<file path="config.mk">
export PLATFORM = sky130hd
export DESIGN_NAME = integer_array_list_engine_core
export DESIGN_NICKNAME = d
export VERILOG_FILES = /design/src/ialst_pkg.sv /design/src/integer_array_list_engine_core.sv /design/src/ialst_datapath.sv /design/src/ialst_ctrl.sv
export VERILOG_INCLUDE_DIRS = /design/src /design/src/src
export SDC_FILE = /design/constraint.sdc
export NUM_CORES = 2
export LEC_CHECK = 0
export BUFFER_PORTS_ARGS = -buffer_cell sky130_fd_sc_hd__buf_4
export CORE_UTILIZATION = 55
export DETAILED_ROUTE_END_ITERATION = 8
export GPL_TIMING_DRIVEN = 0
export HOLD_SLACK_MARGIN = 0.1
export PLACE_DENSITY_LB_ADDON = 0.3
export SLEW_MARGIN = 40
export SYNTH_ARGS = -nofsm -noshare
export SYNTH_HDL_FRONTEND = slang
export SYNTH_HIERARCHICAL = 1
export SYNTH_SLANG_ARGS = --single-unit
</file>
<file path="constraint.sdc">
create_clock -name clk -period 6.4 [get_ports clk]
set_input_delay 0.32 -clock clk [delete_from_list [all_inputs] [get_ports clk]]
set_output_delay 0.32 -clock clk [all_outputs]
set_load 0.01 [all_outputs]
</file>
<file path="src/integer_array_list_engine_core_macros.svh">
// Assertion helpers for the list engine controller.
`ifndef INTEGER_ARRAY_LIST_ENGINE_CORE_MACROS_SVH
`define INTEGER_ARRAY_LIST_ENGINE_CORE_MACROS_SVH

// The consequent must hold in the same cycle as the antecedent.
`define IALST_ASSERT_SAME(lbl, clk, rstn, ante, cons, msg) \
    lbl: assert property (@(posedge clk) disable iff (!rstn) (ante) |-> (cons)) \
        else $error(msg);

// The consequent must hold in the cycle after the antecedent.
`define IALST_ASSERT_NEXT(lbl, clk, rstn, ante, cons, msg) \
    lbl: assert property (@(posedge clk) disable iff (!rstn) (ante) |=> (cons)) \
        else $error(msg);

`endif

</file>
<file path="src/ialst_pkg.sv">
package ialst_pkg;

    // List geometry.
    localparam int DEPTH  = 64;
    localparam int ADDR_W = (DEPTH > 1) ? $clog2(DEPTH) : 1;
    localparam int CNT_W  = $clog2(DEPTH + 1);

    // Field widths of the requests and results.
    localparam int FUNC_W   = 3;
    localparam int WORD_W   = 32;
    localparam int IDX_W    = 6;
    localparam int STATUS_W = 2;
    localparam int POS_W    = 6;
    localparam int LEN_W    = 7;

    // Operation codes.
    localparam logic [FUNC_W-1:0] FN_CLEAR  = 3'd0;
    localparam logic [FUNC_W-1:0] FN_APPEND = 3'd1;
    localparam logic [FUNC_W-1:0] FN_FIND   = 3'd2;
    localparam logic [FUNC_W-1:0] FN_DELETE = 3'd3;
    localparam logic [FUNC_W-1:0] FN_SORT   = 3'd4;
    localparam logic [FUNC_W-1:0] FN_READ   = 3'd5;

    // Result status codes.
    localparam logic [STATUS_W-1:0] ST_OK        = 2'd0;
    localparam logic [STATUS_W-1:0] ST_NOT_FOUND = 2'd1;
    localparam logic [STATUS_W-1:0] ST_FULL      = 2'd2;
    localparam logic [STATUS_W-1:0] ST_BAD_INDEX = 2'd3;

    // Memory read address selects.
    localparam logic [1:0] RD_J   = 2'd0;
    localparam logic [1:0] RD_JP1 = 2'd1;
    localparam logic [1:0] RD_I   = 2'd2;
    localparam logic [1:0] RD_IDX = 2'd3;

    // Memory write address and data selects.
    localparam logic [1:0] WR_APPEND = 2'd0;
    localparam logic [1:0] WR_SHIFT  = 2'd1;
    localparam logic [1:0] WR_SWAP   = 2'd2;
    localparam logic [1:0] WR_PLACE  = 2'd3;

    // Commands from the controller to the datapath.
    typedef struct packed {
        logic                load_req;
        logic                clr_count;
        logic                inc_count;
        logic                dec_count;
        logic                j_clear;
        logic                j_inc;
        logic                j_set_ip1;
        logic                i_clear;
        logic                i_inc;
        logic                a_load;
        logic                rd_en;
        logic [1:0]          rd_sel;
        logic                wr_en;
        logic [1:0]          wr_sel;
        logic                res_wr;
        logic [STATUS_W-1:0] res_status;
        logic                res_pos_en;
        logic                res_data_en;
        logic                out_load;
    } ialst_cmd_t;

    // Status from the datapath to the controller.
    typedef struct packed {
        logic [FUNC_W-1:0] func;
        logic              full;
        logic              j_lt_cnt;
        logic              jp1_lt_cnt;
        logic              ip1_lt_cnt;
        logic              idx_ok;
        logic              eq;
        logic              gt;
    } ialst_sts_t;

endpackage

</file>
<file path="src/integer_array_list_engine_core.sv">
// Integer array list engine.
// Requests arrive on the s_ channel: tuser carries the operation code, tdata the
// value and the read index. Results leave on the m_ channel: tuser carries the
// status, tdata the position, the read data and the entry count afterwards.
// Each request gives exactly one result, in request order.
// Find walks the entries in order until the value is found; delete then moves
// every later entry down by one. Sort is an exchange sort over all entries
// (one memory read port).
// One request is worked on at a time; the next one is accepted as soon as the
// previous result has been loaded into the output register, even if the
// receiver has not yet taken it. If the receiver stalls, the finished result
// waits in the engine and no further request is accepted until it is free.
// Reset empties the list and clears the output valid; the entry memory needs no
// clearing pass, as entries are only read below the count.
module integer_array_list_engine_core (
    input  logic                           clk,
    input  logic                           rst_n,
    input  logic                           s_tvalid,
    output logic                           s_tready,
    input  logic [39:0]                    s_tdata,   // value[31:0], index[37:32], zero pad
    input  logic [ialst_pkg::FUNC_W-1:0]   s_tuser,   // func[2:0]
    output logic                           m_tvalid,
    input  logic                           m_tready,
    output logic [47:0]                    m_tdata,   // position[5:0], data[37:6], length[44:38]
    output logic [ialst_pkg::STATUS_W-1:0] m_tuser    // status[1:0]
);

    ialst_pkg::ialst_cmd_t cmd;
    ialst_pkg::ialst_sts_t sts;

    // Operation sequencer.
    ialst_ctrl u_ctrl (
        .clk      (clk),
        .rst_n    (rst_n),
        .s_tvalid (s_tvalid),
        .s_tready (s_tready),
        .m_tvalid (m_tvalid),
        .m_tready (m_tready),
        .sts      (sts),
        .cmd      (cmd)
    );

    // Entry memory, counters and result registers.
    ialst_datapath u_datapath (
        .clk     (clk),
        .rst_n   (rst_n),
        .cmd     (cmd),
        .sts     (sts),
        .s_tdata (s_tdata),
        .s_tuser (s_tuser),
        .m_tdata (m_tdata),
        .m_tuser (m_tuser)
    );

endmodule

</file>
<file path="src/ialst_datapath.sv">
module ialst_datapath (
    input  logic                                 clk,
    input  logic                                 rst_n,
    input  ialst_pkg::ialst_cmd_t                cmd,
    output ialst_pkg::ialst_sts_t                sts,
    input  logic [39:0]                          s_tdata,  // value[31:0], index[37:32]
    input  logic [ialst_pkg::FUNC_W-1:0]         s_tuser,  // func[2:0]
    output logic [47:0]                          m_tdata,  // position, data, length
    output logic [ialst_pkg::STATUS_W-1:0]       m_tuser   // status[1:0]
);

    // Latched request.
    logic [ialst_pkg::FUNC_W-1:0]   func_reg;
    logic [ialst_pkg::WORD_W-1:0]   value_reg;
    logic [ialst_pkg::IDX_W-1:0]    index_reg;

    // Count and walk indices.
    logic [ialst_pkg::CNT_W-1:0]    count_reg;
    logic [ialst_pkg::CNT_W-1:0]    i_reg;
    logic [ialst_pkg::CNT_W-1:0]    j_reg;
    logic [ialst_pkg::CNT_W-1:0]    i_p1;
    logic [ialst_pkg::CNT_W-1:0]    j_p1;

    // Sort holding word and registered read data.
    logic [ialst_pkg::WORD_W-1:0]   a_reg;
    logic [ialst_pkg::WORD_W-1:0]   rdata_reg;

    // Result fields and the output register.
    logic [ialst_pkg::STATUS_W-1:0] res_status_reg;
    logic [ialst_pkg::POS_W-1:0]    res_pos_reg;
    logic [ialst_pkg::WORD_W-1:0]   res_data_reg;
    logic [47:0]                    out_data_reg;
    logic [ialst_pkg::STATUS_W-1:0] out_user_reg;

    // Memory ports.
    logic [ialst_pkg::WORD_W-1:0]   mem [ialst_pkg::DEPTH];
    logic [ialst_pkg::ADDR_W-1:0]   rd_addr;
    logic [ialst_pkg::ADDR_W-1:0]   wr_addr;
    logic [ialst_pkg::WORD_W-1:0]   wr_data;

    assign i_p1 = i_reg + 1'b1;
    assign j_p1 = j_reg + 1'b1;

    // Request latch.
    always_ff @(posedge clk)
    begin
        if (cmd.load_req)
        begin
            func_reg  <= s_tuser;
            value_reg <= s_tdata[31:0];
            index_reg <= s_tdata[37:32];
        end
    end

    // Entry count and walk indices.
    always_ff @(posedge clk or negedge rst_n)
    begin
        if (!rst_n)
        begin
            count_reg <= '0;
            i_reg     <= '0;
            j_reg     <= '0;
        end
        else
        begin
            if (cmd.clr_count)
                count_reg <= '0;
            else if (cmd.inc_count)
                count_reg <= count_reg + 1'b1;
            else if (cmd.dec_count)
                count_reg <= count_reg - 1'b1;

            if (cmd.i_clear)
                i_reg <= '0;
            else if (cmd.i_inc)
                i_reg <= i_p1;

            if (cmd.j_clear)
                j_reg <= '0;
            else if (cmd.j_set_ip1)
                j_reg <= i_p1;
            else if (cmd.j_inc)
                j_reg <= j_p1;
        end
    end

    // Address and data selection for the memory.
    always_comb
    begin
        case (cmd.rd_sel)
            ialst_pkg::RD_J:   rd_addr = j_reg[ialst_pkg::ADDR_W-1:0];
            ialst_pkg::RD_JP1: rd_addr = j_p1[ialst_pkg::ADDR_W-1:0];
            ialst_pkg::RD_I:   rd_addr = i_reg[ialst_pkg::ADDR_W-1:0];
            default:           rd_addr = ialst_pkg::ADDR_W'(index_reg);
        endcase
        case (cmd.wr_sel)
            ialst_pkg::WR_APPEND:
            begin
                wr_addr = count_reg[ialst_pkg::ADDR_W-1:0];
                wr_data = value_reg;
            end
            ialst_pkg::WR_SHIFT:
            begin
                wr_addr = j_reg[ialst_pkg::ADDR_W-1:0];
                wr_data = rdata_reg;
            end
            ialst_pkg::WR_SWAP:
            begin
                wr_addr = j_reg[ialst_pkg::ADDR_W-1:0];
                wr_data = a_reg;
            end
            default:
            begin
                wr_addr = i_reg[ialst_pkg::ADDR_W-1:0];
                wr_data = a_reg;
            end
        endcase
    end

    // Entry memory with one write and one registered read port.
    always_ff @(posedge clk)
    begin
        if (cmd.wr_en)
            mem[wr_addr] <= wr_data;
        if (cmd.rd_en)
            rdata_reg <= mem[rd_addr];
    end

    // Sort holding word: the running minimum for the current outer position.
    always_ff @(posedge clk)
    begin
        if (cmd.a_load)
            a_reg <= rdata_reg;
    end

    // Result fields, then the output register with the count after the operation.
    always_ff @(posedge clk)
    begin
        if (cmd.res_wr)
        begin
            res_status_reg <= cmd.res_status;
            res_pos_reg    <= cmd.res_pos_en ? ialst_pkg::POS_W'(j_reg) : '0;
            res_data_reg   <= cmd.res_data_en ? rdata_reg : '0;
        end
        if (cmd.out_load)
        begin
            out_user_reg <= res_status_reg;
            out_data_reg <= {3'b000, ialst_pkg::LEN_W'(count_reg), res_data_reg, res_pos_reg};
        end
    end

    assign m_tdata = out_data_reg;
    assign m_tuser = out_user_reg;

    // Status for the controller.
    assign sts.func       = func_reg;
    assign sts.full       = (count_reg >= ialst_pkg::CNT_W'(ialst_pkg::DEPTH));
    assign sts.j_lt_cnt   = (j_reg < count_reg);
    assign sts.jp1_lt_cnt = (j_p1 < count_reg);
    assign sts.ip1_lt_cnt = (i_p1 < count_reg);
    assign sts.idx_ok     = (32'(index_reg) < 32'(count_reg));
    assign sts.eq         = (rdata_reg == value_reg);
    assign sts.gt         = ($signed(a_reg) > $signed(rdata_reg));

endmodule

</file>
<file path="src/ialst_ctrl.sv">
`include "integer_array_list_engine_core_macros.svh"

module ialst_ctrl (
    input  logic                  clk,
    input  logic                  rst_n,
    input  logic                  s_tvalid,
    output logic                  s_tready,
    output logic                  m_tvalid,
    input  logic                  m_tready,
    input  ialst_pkg::ialst_sts_t sts,
    output ialst_pkg::ialst_cmd_t cmd
);

    localparam logic [3:0] S_IDLE       = 4'd0;
    localparam logic [3:0] S_DISPATCH   = 4'd1;
    localparam logic [3:0] S_SCAN_RD    = 4'd2;
    localparam logic [3:0] S_SCAN_CMP   = 4'd3;
    localparam logic [3:0] S_SHIFT_RD   = 4'd4;
    localparam logic [3:0] S_SHIFT_WR   = 4'd5;
    localparam logic [3:0] S_SORT_OUTER = 4'd6;
    localparam logic [3:0] S_SORT_LOADA = 4'd7;
    localparam logic [3:0] S_SORT_RD    = 4'd8;
    localparam logic [3:0] S_SORT_CMP   = 4'd9;
    localparam logic [3:0] S_READ_WAIT  = 4'd10;
    localparam logic [3:0] S_DONE       = 4'd11;

    logic [3:0] state_reg;
    logic [3:0] state_next;
    logic       m_tvalid_reg;
    logic       m_tvalid_next;

    // Sequencer: issues datapath commands for each operation.
    always_comb
    begin
        cmd        = '0;
        state_next = state_reg;
        case (state_reg)
            S_IDLE:
            begin
                if (s_tvalid)
                begin
                    cmd.load_req = 1'b1;
                    state_next   = S_DISPATCH;
                end
            end
            S_DISPATCH:
            begin
                case (sts.func)
                    ialst_pkg::FN_CLEAR:
                    begin
                        cmd.clr_count  = 1'b1;
                        cmd.res_wr     = 1'b1;
                        cmd.res_status = ialst_pkg::ST_OK;
                        state_next     = S_DONE;
                    end
                    ialst_pkg::FN_APPEND:
                    begin
                        cmd.res_wr = 1'b1;
                        if (sts.full)
                            cmd.res_status = ialst_pkg::ST_FULL;
                        else
                        begin
                            cmd.res_status = ialst_pkg::ST_OK;
                            cmd.wr_en      = 1'b1;
                            cmd.wr_sel     = ialst_pkg::WR_APPEND;
                            cmd.inc_count  = 1'b1;
                        end
                        state_next = S_DONE;
                    end
                    ialst_pkg::FN_FIND, ialst_pkg::FN_DELETE:
                    begin
                        cmd.j_clear = 1'b1;
                        state_next  = S_SCAN_RD;
                    end
                    ialst_pkg::FN_SORT:
                    begin
                        cmd.i_clear    = 1'b1;
                        cmd.res_wr     = 1'b1;
                        cmd.res_status = ialst_pkg::ST_OK;
                        state_next     = S_SORT_OUTER;
                    end
                    ialst_pkg::FN_READ:
                    begin
                        if (sts.idx_ok)
                        begin
                            cmd.rd_en  = 1'b1;
                            cmd.rd_sel = ialst_pkg::RD_IDX;
                            state_next = S_READ_WAIT;
                        end
                        else
                        begin
                            cmd.res_wr     = 1'b1;
                            cmd.res_status = ialst_pkg::ST_BAD_INDEX;
                            state_next     = S_DONE;
                        end
                    end
                    default:
                    begin
                        cmd.res_wr     = 1'b1;
                        cmd.res_status = ialst_pkg::ST_OK;
                        state_next     = S_DONE;
                    end
                endcase
            end
            S_SCAN_RD:
            begin
                if (sts.j_lt_cnt)
                begin
                    cmd.rd_en  = 1'b1;
                    cmd.rd_sel = ialst_pkg::RD_J;
                    state_next = S_SCAN_CMP;
                end
                else
                begin
                    cmd.res_wr     = 1'b1;
                    cmd.res_status = ialst_pkg::ST_NOT_FOUND;
                    state_next     = S_DONE;
                end
            end
            S_SCAN_CMP:
            begin
                if (sts.eq)
                begin
                    cmd.res_wr     = 1'b1;
                    cmd.res_status = ialst_pkg::ST_OK;
                    cmd.res_pos_en = 1'b1;
                    state_next     = (sts.func == ialst_pkg::FN_DELETE) ? S_SHIFT_RD : S_DONE;
                end
                else
                begin
                    cmd.j_inc  = 1'b1;
                    state_next = S_SCAN_RD;
                end
            end
            S_SHIFT_RD:
            begin
                if (sts.jp1_lt_cnt)
                begin
                    cmd.rd_en  = 1'b1;
                    cmd.rd_sel = ialst_pkg::RD_JP1;
                    state_next = S_SHIFT_WR;
                end
                else
                begin
                    cmd.dec_count = 1'b1;
                    state_next    = S_DONE;
                end
            end
            S_SHIFT_WR:
            begin
                cmd.wr_en  = 1'b1;
                cmd.wr_sel = ialst_pkg::WR_SHIFT;
                cmd.j_inc  = 1'b1;
                state_next = S_SHIFT_RD;
            end
            S_SORT_OUTER:
            begin
                if (sts.ip1_lt_cnt)
                begin
                    cmd.rd_en  = 1'b1;
                    cmd.rd_sel = ialst_pkg::RD_I;
                    state_next = S_SORT_LOADA;
                end
                else
                    state_next = S_DONE;
            end
            S_SORT_LOADA:
            begin
                cmd.a_load    = 1'b1;
                cmd.j_set_ip1 = 1'b1;
                state_next    = S_SORT_RD;
            end
            S_SORT_RD:
            begin
                if (sts.j_lt_cnt)
                begin
                    cmd.rd_en  = 1'b1;
                    cmd.rd_sel = ialst_pkg::RD_J;
                    state_next = S_SORT_CMP;
                end
                else
                begin
                    cmd.wr_en  = 1'b1;
                    cmd.wr_sel = ialst_pkg::WR_PLACE;
                    cmd.i_inc  = 1'b1;
                    state_next = S_SORT_OUTER;
                end
            end
            S_SORT_CMP:
            begin
                if (sts.gt)
                begin
                    cmd.wr_en  = 1'b1;
                    cmd.wr_sel = ialst_pkg::WR_SWAP;
                    cmd.a_load = 1'b1;
                end
                cmd.j_inc  = 1'b1;
                state_next = S_SORT_RD;
            end
            S_READ_WAIT:
            begin
                cmd.res_wr      = 1'b1;
                cmd.res_status  = ialst_pkg::ST_OK;
                cmd.res_data_en = 1'b1;
                state_next      = S_DONE;
            end
            S_DONE:
            begin
                if (!m_tvalid_reg || m_tready)
                begin
                    cmd.out_load = 1'b1;
                    state_next   = S_IDLE;
                end
            end
            default:
            begin
                state_next = S_IDLE;
            end
        endcase
    end

    // Output valid: set when a result is loaded, cleared when it is taken.
    always_comb
    begin
        if (cmd.out_load)
            m_tvalid_next = 1'b1;
        else if (m_tready)
            m_tvalid_next = 1'b0;
        else
            m_tvalid_next = m_tvalid_reg;
    end

    always_ff @(posedge clk or negedge rst_n)
    begin
        if (!rst_n)
        begin
            state_reg    <= S_IDLE;
            m_tvalid_reg <= 1'b0;
        end
        else
        begin
            state_reg    <= state_next;
            m_tvalid_reg <= m_tvalid_next;
        end
    end

    assign s_tready = (state_reg == S_IDLE);
    assign m_tvalid = m_tvalid_reg;

    // A result is never loaded over one that is still waiting.
    `IALST_ASSERT_SAME(a_out_load_free, clk, rst_n, cmd.out_load, (!m_tvalid_reg || m_tready), "result overwritten")
    // An accepted request is decoded in the following cycle.
    `IALST_ASSERT_NEXT(a_accept_dispatch, clk, rst_n, (s_tvalid && s_tready), (state_reg == S_DISPATCH), "request not dispatched")
    // A loaded result is offered in the following cycle.
    `IALST_ASSERT_NEXT(a_load_valid, clk, rst_n, cmd.out_load, m_tvalid_reg, "loaded result not offered")

endmodule
</file>
# Word-level counts from Yosys, hierarchy flattened

Memories as Yosys holds them, arrays and structs flattened. A register that Yosys moved wholly into a read port is not among the register bits.
Cells that the tools add are included.

Equal/unequal tests: 23
Mux-type cells: 66
$lt $le $gt $ge: 6
Reductions and logical operators: 16
Add/subtract/negate cells: 4

Operator list:

| cell                | count |
|---|---|
| $pmux 32 s2         | 1 |
| $mux 7              | 8 |
| $pmux 4 s11         | 1 |
| $mux 4              | 9 |
| $pmux 3 s4          | 3 |
| $mux 3              | 11 |
| $eq 32x32->1        | 1 |
| $gt 32x32->1        | 1 |
| $mux 1              | 25 |
| $add 7x1->7 const B | 3 |
| $lt 7x7->1          | 3 |
| $pmux 6 s3          | 1 |
| $eq 4x3->1 const B  | 4 |
| $eq 4x4->1 const B  | 4 |
| $pmux 4 s3          | 1 |
| $pmux 6 s2          | 1 |
| $reduce_or 2->1     | 5 |
| $pmux 3 s3          | 1 |
| $eq 4x2->1 const B  | 2 |
| $ge 7x7->1 const B  | 1 |
| $lt 6x7->1          | 1 |
| $sub 7x1->7 const B | 1 |
| $eq 3x2->1 const B  | 2 |
| $eq 3x3->1 const B  | 2 |
| other kinds (16)    | 23 |

Register bits after elaboration: 186
RAM bits: 2,048
Memories kept: 1

Memory list:

| memory         | words | bits a word | read ports | clocked after memory_dff | write ports | RTL line             | source |
|---|---|---|---|---|---|---|---|
| u_datapath.mem | 64    | 32          | 1          | 1                        | 1           | ialst_datapath.sv:36 | `logic [ialst_pkg::WORD_W-1:0] mem [ialst_pkg::DEPTH];` |

# Longest topological paths before layout

Depth after elaboration: 7
Depth in mapped cells: 26
Mapped depth without buffers: 20

# Cells and area by module

Netlist, hierarchy kept.

Modules (own cells, without submodules):

| module         | cells each | instances | area each (µm²) |
|---|---|---|---|
| ialst_datapath | 6,155      | 1         | 89,598.4 |
| ialst_ctrl     | 102        | 1         | 753.2 |

# Least setup slack after synthesis

Ideal clock, no wire load.

Path kind: reg-to-reg
From: register u_datapath/rdata_reg[31] (netlist bit), read port of u_datapath.mem
To: memory u_datapath/mem[3][0] (netlist bit), enable pin
Buffers on the path: 1
Clock period less this slack: 5.592 ns
Stages on the path, launching flop included: 19
Arrival time: 5.171 ns
Required time: 5.979 ns
Path slack: 0.808 ns
Cell sequence: edfxtp_1 -> inv_1 -> ha_1 -> nand4_1 -> nor3_1 -> nand4_1 -> or4_1 -> a211o_1 -> a21o_1 -> o211a_1 -> nand4_1 -> o21ai_1 -> inv_1 -> ha_1 -> clkbuf_1 -> a22oi_1 -> o21ai_1 -> nand4_1 -> nor2_1

RTL lines:

| what               | RTL line             | source |
|---|---|---|
| start: declaration | ialst_datapath.sv:26 | `logic [ialst_pkg::WORD_W-1:0] rdata_reg;` |
| end: declaration   | ialst_datapath.sv:36 |  |

==> summary.txt <==
worst-margin pin slew = 1.080 ns
Critical Path RT = 6.93 ns
Setup CP Type = flop to flop
DR pass1 iterations = 9
Most used DFF post-synth = edfxtp_1
max reg flops = 2,048
Logic pwr share = 37.3%
IO Pins = 99
first-pass GRT wire length = 377,800 µm
CTS Root Cell = clkbuf_16
number of antenna violations at the first check in global routing = 17
IO Port Bufs = 93
Area Overhead vs Synth = 18.05%
CTS H-Tree Depth = 4
# DRC = 0
fin worst setup slack = -0.02205 ns
vias in the first global route = 56,320
RSZ-0062 raised after global routing = true
P_sw = 19,660 µW
Peak supply drop = 0.3621 mV
CTS Buffer Depth = 3
Via density = 6.356
largest net degree at the start of global routing = 65
final wirelength = 264,900 µm
post-route ant nets = 0
Util after Layout = 65.45%
minimum clock period = 6.422 ns
synthesis-stage register bit count = 2,266
reg-to-reg endpoint = u_datapath/mem[34][10]
kind of end point of the critical path = flop
GRT overflow = 0
hpwl dp = 183,900 µm
register with the most flip-flops = u_datapath/mem
worst hold path class = input pin to flop
wire per inst = 28.66 µm
Starting Density = 55.45%
yosys warns = 6
max-cap violation count = 0
Worst Hold Launch = s_tdata[32]
Clock Sinks = 2,266
R2R cell count = 22
worst reg-to-reg setup slack = -0.02 ns
EDFF count, synth = 2,240
proportion of layout cells with a drive suffix above 1 = 16.65%
Pwr Density = 478.9 nW/µm²
Critical Path AT = 6.95 ns
Hold Crit Depth = 2
clk_skew = 0.03774 ns
LEAKAGE = 0.03672 µW
1st-iter DRT viols = 9,587
fraction of registers with async set/reset = 1.147%
die width = 407.3 µm
part of the power in registers = 38.1%
area of the core = 163,000 µm²
crit-path max FO = 17
Seq/Total Area, Yosys = 75.17%
final hold vios = 0
Fill cells = 10,938
FF/Latch Area = 67,920 µm²
r2r startpoint = u_datapath/rdata_reg[31]
Hold EP = u_datapath/index_reg[0]
max-slew violations = 0
die area = 165,900 µm²
clk_lat worst skew = 0.86 ns
Setup Viol. Count Final = 9
Power Total = 51,080 µW
GPL Wtd Cong = 0.9522
Clk pwr share = 24.6%
failing checks = setup timing
Int Pwr = 31,420 µW
Startpoint Class = flop
CTS tree = done
clock slew at reported path FFs = 0.06 ns
height of the die = 407.3 µm
post-synthesis cell type count = 80
row cnt = 148
Syn Std Cell Area = 90,350 µm²
status = finished, violations left
Multi-input gate area = 21,760 µm²
Synth Area per Inst = 14.44 µm²
cts bufs inserted = 215
# nets final = 6,998
GRT Util Overall = 31.45%
period utilization = 100.3%
Net Sw Frac = 38.49%
FMAX = 155.7 MHz
DR vias = 58,752
normalized max-slew margin = 27.34%
Mapped Cells = 6,257
logic make-up (layout without fill, tap and decap cells):
group / Yosys count / count (layout) / synth area share (%)
compound gates: 434 / 434 / 3.048
xor+xnor: 63 / 63 / 0.6107
fa+ha+maj: 67 / 67 / 0.9361
buf+inv: 430 / 1238 / 2.050
flops: 2266 / 2266 / 75.17
mux: 180 / 180 / 4.192
other cells: 1 / 4 / 0.004150
simple gates: 2816 / 2816 / 13.99
final cells by class:
cell class              count  area share, %
flip-flops and latches   2266          63.67
multi-input cells        3563          20.40
clock buffers             274          5.400
repair buffers            410          5.111
well taps                2175          2.551
plain buffers             371          1.560
clock inverters           126          1.103
inverters                  57         0.2006
diodes                      1       0.002346
worst max path at each step:
| stage | startpoint | endpoint | slack [ns] | cells past startpoint |
|---|---|---|---|---|
| 6_report | u_datapath/rdata_reg[31] | u_datapath/mem[34][10] | -0.02 | 22 |
| 5_1_grt | u_datapath/rdata_reg[31] | u_datapath/mem[34][10] | -0.12 | 22 |
| 4_1_cts | u_datapath/i_reg[0] | u_datapath/rdata_reg[14] | -0.02 | 23 |
| 3_5_place_dp | u_datapath/rdata_reg[30] | u_datapath/mem[4][16] | -0.64 | 19 |
| 3_3_place_gp | u_datapath/rdata_reg[30] | u_datapath/mem[27][10] | -2.29 | 18 |
| 2_1_floorplan | u_datapath/rdata_reg[31] | u_datapath/mem[3][0] | 0.81 | 18 |
metal layers:
layer  vias up  part of all wire, %  track usage, %
met1     29080                   36           42.50
li1      24683                    -               -
met4        10                  6.7           18.80
met5         -                0.026               0
met2      4196                   45           47.70
met3       783                   12           6.237
cells in the mapped netlist (54+ instances only):
cell      count  area (µm²)
buf_2       135       675.7
nor2_1      120       450.4
mux4_2      156        3513
and3_1      168        1051
a21oi_1      72       360.4
ha_1         66       825.8
nand4_1      84       525.5
o21ai_0      73       365.4
clkbuf_1    182       683.2
edfxtp_1   2240       67260
inv_1        54       202.7
nand2_1    1515        5687
o22ai_1      64       400.4
a31oi_1      64       400.4
nand3_1     773        3869
repair_timing:
action / 4_1_cts / 5_1_grt
buffers inserted: 61 / 44
hold buffers: 46 / 0
pin swaps: 24 / 16
endpoints found under the hold margin: 108 / 0
setup endpoints to repair: 1956 / 1941
resized for setup: 17 / 54
per-stage QoR:
step | cell area, µm² | hold slack [ns] | std cells | TNS [ns] | setup WS, ns
3_5_place_dp | 97970 | 0.2743 | 8692 | -512.48 | -0.6410
3_3_place_gp | 93780 | 0.2761 | 8527 | -5180.82 | -2.294
2_1_floorplan | 90360 | 0.02441 | 6259 | 0 | 0.8076
5_1_grt | 106700 | 0.1729 | 9242 | -9.263 | -0.1240
6_report | 106700 | 0.1895 | 9243 | -0.1536 | -0.02205
4_1_cts | 106000 | 0.1406 | 9199 | -0.03487 | -0.02208
worst max-delay path, stage by stage, from the launching register on:
cell and delay [ns]:
edfxtp_1 0.50, inv_1 0.08, ha_1 0.32, nand4_1 0.21, nor3_2 0.32, nand4_1 0.22, or4_1 0.68, a211o_1 0.30
nand3_1 0.09, o211a_1 0.19, nand4_1 0.26, o21ai_1 0.23, inv_1 0.09, ha_1 0.22, clkbuf_2 0.23, a22oi_1 0.47
o21a_1 0.36, nand4_1 0.30, buf_4 0.29, buf_4 0.14, nor2_4 0.14, buf_16 0.19, buf_8 0.21
cells in the final DEF (no fill, tap or decap), drive strengths merged, types with 32 or more instances in the layout:
master,synthesis,routed
clkbuf,183,460
a31oi,64,64
nand4,85,85
o22ai,64,64
buf,190,550
inv,56,60
ha,66,66
nor4,47,47
a22oi,40,40
xor2,51,51
o211ai,32,32
mux4,156,156
nand3,773,773
a21oi,73,73
dlygate4sd3,0,45
and3,168,168
edfxtp,2240,2240
nand2,1515,1515
clkinv,1,95
and2,41,41
o21ai,95,95
nor2,124,124
power by group through the flow:
stage / clock [µW] / sequential [µW] / combinational (µW)
2_1_floorplan: 0 / 19700 / 9830
3_3_place_gp: 0 / 20200 / 16600
3_5_place_dp: 0 / 19800 / 18000
4_1_cts: 12600 / 19400 / 18200
5_1_grt: 13200 / 19500 / 19800
6_report: 12600 / 19500 / 19000
No activity file was read; power rests on OpenSTA's default activity.
